## config.mk

```make
export PLATFORM = sky130hd
export DESIGN_NAME = dnt_ram
export DESIGN_NICKNAME = d
export VERILOG_FILES = /design/src/sv/dnt_ram.sv
export SDC_FILE = /design/constraint.sdc
export NUM_CORES = 1
export LEC_CHECK = 0
export BUFFER_PORTS_ARGS = -buffer_cell sky130_fd_sc_hd__clkbuf_2
export CORE_MARGIN = 2
export CORE_UTILIZATION = 40
export CTS_CLUSTER_DIAMETER = 100
export DETAILED_ROUTE_END_ITERATION = 8
export GPL_ROUTABILITY_DRIVEN = 0
export GPL_TIMING_DRIVEN = 0
export SYNTH_ARGS = -nofsm -noshare
export SYNTH_HDL_FRONTEND = slang
export SYNTH_SLANG_ARGS = --single-unit
```

## constraint.sdc

```tcl
create_clock -name clk_i -period 2.1 [get_ports clk_i]
set_input_delay 0.42 -clock clk_i [delete_from_list [all_inputs] [get_ports clk_i]]
set_output_delay 0.42 -clock clk_i [all_outputs]
set_load 0.01 [all_outputs]
```

## src/sv/dnt_ram.sv

```systemverilog
// Generic single write port, single read port RAM with registered read data.
// No dependencies.
`timescale 1ns / 1ps
`default_nettype none

module dnt_ram #(
  parameter int WIDTH = 8,
  parameter int DEPTH = 64
) (
  input  wire logic                     clk_i,
  input  wire logic                     we_i,
  input  wire logic [$clog2(DEPTH)-1:0] waddr_i,
  input  wire logic [WIDTH-1:0]         wdata_i,
  input  wire logic [$clog2(DEPTH)-1:0] raddr_i,
  output      logic [WIDTH-1:0]         rdata_o
);

  logic [WIDTH-1:0] mem_q [DEPTH];

  always_ff @(posedge clk_i) begin
    if (we_i) begin
      mem_q[waddr_i] <= wdata_i;
    end
    rdata_o <= mem_q[raddr_i];
  end

endmodule

`default_nettype wire

```

# After elaboration in Yosys (flattened, before gate mapping)

Memory sizes are Yosys's and may differ from the RTL's. A register that Yosys moved wholly into a read port is not among the register bits.
Cells that the tools add are included.

Register bits: 0
Memory bits (writable): 512
Input port bits: 22
Output and inout bits: 8
Word-level logic and storage cells: 3
Memories kept: 1

Mux-type cells: 2

Memory list:

| name  | depth | width | rd ports | clocked after memory_dff | write ports | line | text |
|---|---|---|---|---|---|---|---|
| mem_q | 64    | 8     | 1        | 1                        | 1           | 18   | `logic [WIDTH-1:0] mem_q [DEPTH];` |

Operator list:

| operator | number |
|---|---|
| $mux W1  | 2 |

# Longest topological paths before layout

Gate-level depths: netlist of run 1.

Depth after elaboration: 2
Mapped depth: 9
Mapped depth without buffers: 5

# Worst setup path after synthesis of run 1

OpenSTA, ideal clock, no wires.

Kind: input to register
Start point: input raddr_i[1]
End point: register rdata_o[3] (read register of mem_q)
Library setup time: 128 ps
Data arrival time: 1960 ps
Data required time: 1972 ps
Path slack: 12 ps
Cell stages on the path: 7
Buffers on the path: 3
Path through: buf_4 > buf_2 > buf_2 > mux4_2 > mux4_2 > o21ai_1 > o41ai_1

RTL lines:

| what            | line | text |
|---|---|---|
| start, declared | 14   | `input wire logic [$clog2(DEPTH)-1:0] raddr_i,` |
| end, declared   | 15   | `output logic [WIDTH-1:0] rdata_o` |

# Worst setup path in the final report of run 1

Start point: input waddr_i[2]
End point: memory mem_q[5][0], enable pin

RTL lines:

| what            | line | text |
|---|---|---|
| start, declared | 12   | `input wire logic [$clog2(DEPTH)-1:0] waddr_i,` |
| end, declared   | 18   |  |

Straight into the memory's write port.

==> results.md, run 1 <==
Layout:
- The growth of design area from synthesis to finish is 13.8%.
- The share of cells above drive strength 1 is 29.4%.
- The final cell count without fillers is between 1500 and 2000.
- After routing the design area is ~0.023 mm².
- At the end of the flow, the number of nets in the layout was 1041.
- The number of diodes added for antenna fixing is 0.

Synthesis:
- Ranked by total cell area, the synthesized netlist is headed by edfxtp_1 (76%), mux4_2 (14%), nor2_1 (1.5%), mux2i_1 (1.1%), dfxtp_1 (0.79%).
- The number of enable flip-flop cells after synthesis is slightly above 500.
- The distinct cell type count of the synthesized netlist is 40.
- The number of nets in the synthesized netlist is around 960.
- The dominant synthesized flop cell is edfxtp_1.
- The number of warnings issued by yosys is 0.
- The number of cells produced by synthesis is 940.
- The cell accounting for the most synthesized area is edfxtp_1.
- The post-synthesis instance area is about 0.02 mm².
- The synthesized design devotes to its leading area cell type around three quarters of total area.
- Averaged over all synthesized cells, the footprint is between 20 and 25 µm².
- Counting flops and latches in the post-synthesis netlist gives 520.
- The share of the Yosys chip area taken by registers is ~77%.
- In the synthesized netlist the async set-or-reset flop fraction comes to 0%.

Routing:
- In the final routed layout, each cell accounts on average for roughly 28 µm.
- The number of iterations in the first detailed-routing pass is 7.
- The number of DRC violations after detailed routing is 0.
- The count of nets left with antenna violations once routing finished came out at 0.
- The average via count per standard cell is between 5 and 6.
- The final layout contains routed wiring with a total length of a little under 50000 µm.
- The via count of the routed design is 9827.
- The iteration-0 DRC count of the detailed router is around 1200.

Power and ir drop:
- Of the total power, combinational logic draws 5.7%.
- The clock share of power is about two fifths.
- The cell internal power dissipation is roughly 17 mW.
- The power density over the cells is about 930 mW/mm².
- The switching power is roughly 4.6 mW.
- Sequential cells burn between 50 and 60% of the power.
- The maximum resistive drop on vdd is a little under 600 µV.
- In this run switching power makes up a little over a fifth of total power.
- The leakage power figure is 7.07 nW.

STA:
- The total count of hold-check failures in the final report is 0.
- Across all setup checks in the final design, the least slack found is -0.131 ns.
- The maximum clock rate is roughly 0.45 GHz.
- Dividing the final minimum period by the clock period gives 106%.
- The final-report setup violation count is between 60 and 70.
- Setup repair after global routing could not meet its margin everywhere.
- Clock skew on the completed layout was measured at ~0.010 ns.
- The max-slew violation count is 0.
- The final period demand of the worst path is 2.23 ns.
- Measured against its own limit, the worst slew margin works out to 11.4%.
- At the pin with the least slew margin, the transition time is 1.33 ns.

Floorplanning:
- The number of rows created at floorplan is 82.
- The number of primary I/O pins is 30.
- The floorplan step defined a core boundary enclosing 0.0500 mm².
- The starting utilization of the core area is 40.4%.
- The overall die area is 0.0522 mm².
- From bottom edge to top edge, the die measures approximately 230 µm.
- The x dimension of the die is between 200 and 250 µm.

Worst setup path:
- Across all register-to-register paths, the minimum setup slack is 0.07 ns.
- The type of the setup path with the least slack is in2reg.
- At the worst endpoint, the arrival time is approximately 2.4 ns.
- The worst setup path is captured at a flip-flop.
- The most critical setup path has its startpoint at waddr_i[2].
- The largest fanout of any net on the critical path is 10.
- Counting both buffers and inverters, the worst setup path holds a total of 1.
- The largest single stage delay on the critical path is around 0.92 ns.
- Counting cells, the worst reg-to-reg path comes to 5.
- The critical path runs through a total of 4 cells.
- The reg-to-reg critical path startpoint is mem_q[21][6].
- The kind of cell adding the most delay to the critical path is simple AND/OR/NAND/NOR gates.
- The slowest library cell on the worst path is nor2_1.
- STA puts the critical path data required time at approximately 2.3 ns.
- The sort of element at the start of the critical path is a primary input.
- The worst register-to-register path ends at rdata_o[6].
- Traced cell by cell, the critical path runs through clkbuf_1, nor2b_1, nand3_1, nor2_1.

Placed design:
- Once detailed placement completed, the half-perimeter wirelength came to 30700 µm.
- After detailed placement, the design holds a cell count of around 1600.
- The cell area after placement is 0.0211 mm².
- The port buffer count is 21.

Hold path:
- The startpoint identified for the worst hold timing path is wdata_i[3].
- The end point of the most critical hold path is mem_q[49][3].
- Counting instances, the worst hold path has a depth of 1.
- The tightest min-delay check is of the in2reg type.

Run status:
- The final reports fail on setup timing.
- The flow ran to the end, but the final reports show violations.

Clock network:
- The post-CTS setup-driven buffer insertion count is 0.
- After clock tree synthesis, the clock-pin slew on the worst setup and hold paths is about 0.060 ns.
- TritonCTS built the clock tree.
- In this run the clock root is driven by a clkbuf_16.
- The clock passes through at most 3 buffers.
- The source-to-sink clock delay at the later pin of the worst-skew pair is between 0.5 and 0.6 ns.
- The number of H-tree branching levels is 2.
- Buffers inserted during clock tree synthesis total between 50 and 60.
- Counting every sink on the clock net gives 520.

Global routing:
- The first-pass GRT wire length is 69300 µm.
- The final global-route overflow total is 0.
- The initial antenna violation count is 2.
- For this run, the total global-route usage over all layers was measured as 18.8%.
- The via count of the first global-routing pass is between 9000 and 10000.
- The largest net degree at the start of global routing is 65.

Flow run:
- The max-capacitance violation count is 0.
==> worst max-delay path by stage <==
stage / endpoint / slack [ns]
after floorplan: rdata_o[3] / 0.01
after detailed placement: rdata_o[7] / -1.18
final: mem_q[5][0] / -0.13
after global placement: rdata_o[7] / -1.16
after CTS: mem_q[21][1] / -0.06
after global routing: mem_q[21][1] / -0.22
==> routing by layer <==
layer	global-route usage, %	up-vias	routed length (µm)
met4	7.80	2	1960
met5	0	-	7
met1	26.9	5243	21100
li1	-	4095	-
met3	3.52	96	3380
met2	28.4	391	22300
==> state kept, by name, summed over array words and instances (netlist names) <==
signal,cells
rdata_o,8
mem_q,512
==> through the flow <==
stage                     total power, mW  utilization (%)  TNS [ns]  hold slack (ns)  worst slack [ns]
after global routing                 21.8             45.9     -8.06            0.222            -0.220
after global placement               12.9             42.3   -217.82            0.809             -1.16
final                                21.2             45.9     -4.97            0.220            -0.131
after floorplan                      12.3                -         0            0.519            0.0123
after CTS                            21.3             45.5    -0.849            0.305           -0.0597
after detailed placement             12.9             42.3   -238.40            0.810             -1.18
==> power groups by stage <==
stage | clock network, mW | registers (mW) | logic (mW)
after floorplan | 0 | 11.7 | 0.612
after detailed placement | 0 | 11.7 | 1.15
after global routing | 9.05 | 11.5 | 1.27
final | 8.51 | 11.5 | 1.21
after global placement | 0 | 11.7 | 1.13
after CTS | 8.65 | 11.5 | 1.17
==> repair_timing <==
item | in CTS | in global routing
gates resized for setup | 30 | 39
hold buffers | 0 | 0
setup endpoints to repair | 27 | 196
==> final cells by class <==
cell class,instances,area [µm²]
Sequential cell,520,15500
Fill cell,4205,27000
Clock buffer,59,1310
Multi-Input combinational cell,369,4430
Timing Repair Buffer,26,213
Buffer,51,392
Tap cell,672,841
Clock inverter,35,226
==> synthesized netlist by cell type, types with 11 or more instances <==
cell type / instances
nand3_1: 13
clkbuf_1: 17
edfxtp_1: 512
mux2_2: 13
nand2_1: 19
mux4_2: 126
nor2_1: 83
buf_2: 11
buf_4: 13
mux2i_1: 23
nor2b_1: 14
==> placed cells by master (no fill, tap or decap), types with 13 or more instances in the layout <==
cell type    n
nor2_2      25
mux2i_1     22
edfxtp_1   512
nand2_1     19
mux4_2     126
clkbuf_2    23
clkinv_1    15
nor2_1      58
clkbuf_1    18
nor2b_1     14
mux2_2      13
clkbuf_16   51
==> kinds of logic after synthesis <==
group / share of synthesized area (%)
AO/OA/AOI/OAI: 2.07
buffers and inverters: 1.57
flip-flops: 77.0
multiplexers: 15.9
AND/OR/NAND/NOR: 3.39
(Power assumes the default switching activity.)
==> run 2: changes to the inputs <==
Settings changed: ABC_AREA from default to 1.
==> run 2 against run 1 <==
The flow still finishes with violations (setup timing). Wire length grew 28%. Total power grew 4.6%. Synthesized cell count grew 92%. Clock skew grew 0.021 ns. Cell count grew 51%. Sequential power is essentially flat. Critical path type unchanged. Highest routed layer unchanged.
==> results.md, run 2 <==
Routing:
- The final antenna-violating net count is 0 (unchanged).
- The iteration-0 DRC count of the detailed router was 1705 (+43%).
- The number of iterations in the first detailed-routing pass is 6 (-1).
- The detail-routed net length per standard cell came to 23.8 µm (-15%).
- The via count of the routed design came to 14400 (+47%).
- The number of DRC violations after detailed routing is 0 (unchanged).
- The average via count per standard cell was 5.51 (-2.9%).
- The wire length reported by the detailed router is 62500 µm (+28%).

Synthesis:
- The number of storage elements in the synthesis netlist was 520 (unchanged).
- The post-synthesis instance area was 0.0213 mm² (+5.8%).
- By area the synthesized netlist is led by edfxtp_1 (72%), nand2_1 (11%), nand3_1 (10%), buf_6 (1.8%), nor2_1 (0.99%).
- The distinct cell type count of the synthesized netlist came to 16 (-60%).
- The number of cells produced by synthesis is 1805 (+92%).
- Ranked by instance count, the synthesized netlist is headed by nand2_1 (648), edfxtp_1 (512), nand3_1 (439), nor2_1 (56), buf_2 (37).
- The share of the synthesized area in the top cell type is 72.0% (-4.2 points).
- Among all flip-flop cells after synthesis, the most frequent one is edfxtp_1.
- The number of enable flip-flop cells after synthesis is 512 (unchanged).
- The post-synthesis area per instance came to 11.8 µm² (-45%).
- The sequential-to-total area share from yosys stat is 72.8% (-4.2 points).
- The share of flip-flops with an asynchronous set or reset after synthesis is 0% (unchanged).
- The most common cell in the synthesized netlist is nand2_1.
- The number of nets in the synthesized netlist is 1827 (+90%).
- The number of warnings issued by yosys was 0 (unchanged).
- The cell accounting for the most synthesized area is edfxtp_1.

Floorplanning:
- The die outline height was 235 µm (+2.8%).
- The starting utilization of the core area came to 40.5% (+0.16 points).
- The core box area is 0.0527 mm² (+5.4%).
- The number of primary I/O pins is 30 (unchanged).
- The number of rows created at floorplan is 84 (+2.4%).
- The overall die area came to 0.0552 mm² (+5.7%).
- The x dimension of the die came to 235 µm (+2.8%).

Layout:
- The largest registers in the layout are mem_q: 512 flops, rdata_o: 8 flops.
- The number of flip-flops in the largest register is 512 (unchanged).
- Leaving out fill and tap cells, the most frequent cell in the layout is nand2_1.
- The area growth from synthesis to layout is 13.6%.
- The number of diodes added for antenna fixing is 0 (unchanged).
- In the layout the commonest cells are nand2_1 (648), edfxtp_1 (512), nand3_1 (439).
- The number of nets in the layout is 1913 (+84%).
- The share of cells above drive strength 1 is 12.8% (-17 points).
- The final cell count without fillers came to 2622 (+51%).
- mem_q holds more flip-flops than any other register.
- The summed area of non-filler cells in the final layout came to 0.0242 mm² (+5.7%).
- The final core area utilization is 46.0% (+0.12 points).

Flow run:
- The max-capacitance violation count came to 0 (unchanged).

Worst setup path:
- The largest fanout of any net on the critical path is 9 (-1).
- The sort of element at the start of the critical path is a primary input.
- The worst setup path is captured at a flip-flop.
- The setup slack of the most critical reg-to-reg path came to 0.63 ns (+0.56 ns).
- Following the worst setup path forward leads to its endpoint at mem_q[17][2].
- The reg-to-reg critical path startpoint is mem_q[24][5].
- The reg-to-reg critical path endpoint is rdata_o[5].
- The worst-case reg-to-reg path depth is 8 (+3).
- The required time at the endpoint of the critical path came to 2.32 ns (about the same).
- The launch point of the worst path is waddr_i[1].
- The type of the setup path with the least slack is in2reg.
- The data arrival time of the worst path was 2.61 ns (+0.17 ns).

STA:
- The summed negative setup slack over all endpoints was -20.92 ns (-15.95 ns).
- The period utilization is 114% (+7.9 points).
- The maximum clock skew at final layout came to 0.0314 ns (+0.0211 ns).
- The max-slew violation count came to 0 (unchanged).
- The slew at the pin with the worst max-slew slack is 0.932 ns (-0.396 ns).
- The worst relative slew slack is 37.8% (+26 points).
- The final period demand of the worst path is 2.40 ns (+0.165 ns).
- Setup repair after global routing could not meet its margin everywhere.
- The total count of hold-check failures in the final report is 0 (unchanged).
- The final worst setup slack is -0.297 ns (-0.165 ns).
- The final-report setup violation count is 218 (+240%).
- The maximum clock rate is 0.417 GHz (-6.9%).
- The final hold slack was 0.320 ns (+0.0998 ns).

Hold path:
- In this run the most critical hold path is launched from wdata_i[0].
- The type of the most critical hold path is in2reg.

Clock network:
- The clock transition time at the flip-flop clock pins of the worst setup and hold paths was 0.06 ns (about the same).
- The number of buffers created by CTS is 53 (+3.9%).
- The maximum root-to-sink buffer count is 3 (unchanged).
- The source-to-sink clock delay at the later pin of the worst-skew pair is 0.61 ns (+0.02 ns).
- The CTS tree is yes.
- The TritonCTS sink count is 520 (unchanged).
- The root buffer cell is clkbuf_16.
- The number of H-tree branching levels is 2 (unchanged).
- The quantity of hold-fixing buffers added after cts is 0 (unchanged).

Power and ir drop:
- The leakage power figure came to 8.66 nW (+22%).
- The maximum resistive drop on vdd was 606 µV (+1.5%).
- The power density over the cells is 916 mW/mm² (-0.99%).

Placed design:
- The estimated wirelength of the detail-placed design is 41500 µm (+35%).
- The total placed cells including tap cells came to 2522 (+54%).
- The port buffer count is 21 (unchanged).
- The cell area after placement was 0.0224 mm² (+6.2%).

Global routing:
- The aggregate global-route resource usage is 22.3% (+3.5 points).
- The first-pass GRT wire length is 90800 µm (+31%).
- The largest net degree at the start of global routing is 65 (unchanged).
- The initial antenna violation count is 2 (unchanged).
- The via count of the first global-routing pass is 13700 (+40%).
- The final global-route overflow total is 0 (unchanged).

Run status:
- The final reports fail on setup timing.
- The flow ran to the end, but the final reports show violations.
[run 2: changes by cell type after synthesis, sizes merged, moves of 12 or more]
cell and delta:
nand3 +426, nand2 +629, inv +12, mux4 -126, mux2i -23, buf +64
mux2 -13, nor2b -14, nor2 -27
[run 2: metal layers]
layer,vias up,GRT usage [%],share of wire [%]
met4,4,7.86,3.4
met3,130,5.82,9.8
li1,6534,-,-
met2,721,34.6,45
met1,7058,30.5,41
met5,-,0,0.043
[run 2: repair_timing]
item	in CTS	in global routing
setup buffers	0	0
endpoints found under the setup margin	137	258
resized for setup	16	29
pin swaps	0	0
cloned	0	0
[run 2: worst max-delay path, stage by stage]
cell      delay (ns)
clkbuf_1        0.25
inv_1           0.34
nand4_1         0.68
nor2_1          0.91
[run 2: final cells by class]
type | instances | area, µm²
clock inverter | 28 | 226
clock buffer | 70 | 1430
multi-input combinational | 1160 | 5110
timing repair buffer | 31 | 220
inverter | 12 | 50.0
buffer | 113 | 808
tap | 688 | 861
fill | 4724 | 28400
sequential | 520 | 15500
[run 2: worst min path at each step]
stage / endpoint / slack [ns] / cells past startpoint
6_report: mem_q[24][0] / 0.32 / 1
5_1_grt: mem_q[24][0] / 0.32 / 1
4_1_cts: rdata_o[4] / 0.30 / 3
3_5_place_dp: rdata_o[1] / 0.81 / 1
3_3_place_gp: rdata_o[0] / 0.81 / 1
2_1_floorplan: mem_q[0][0] / 0.52 / 0
[run 2: metrics by stage]
stage / power (mW) / worst slack [ns]
after floorplan: 12.5 / -0.0861
after global placement: 13.2 / -1.08
after detailed placement: 13.3 / -0.803
after CTS: 22.2 / -0.129
after global routing: 22.8 / -0.270
final: 22.2 / -0.297
[run 2: power breakdown]
group,switching [mW],leakage (nW),total [mW],internal [mW]
registers,0.0217,4.67,11.5,11.5
clock network,3.96,0.793,9.13,5.17
logic,1.17,3.19,1.57,0.401
[run 2: logic make-up (layout without fill, tap and decap cells)]
kind of cell,after synthesis,in the layout,share of synthesized area [%]
buffers and inverters,125,254,4.02
DFF,520,520,72.8
and+or+nand+nor,1160,1160,23.2
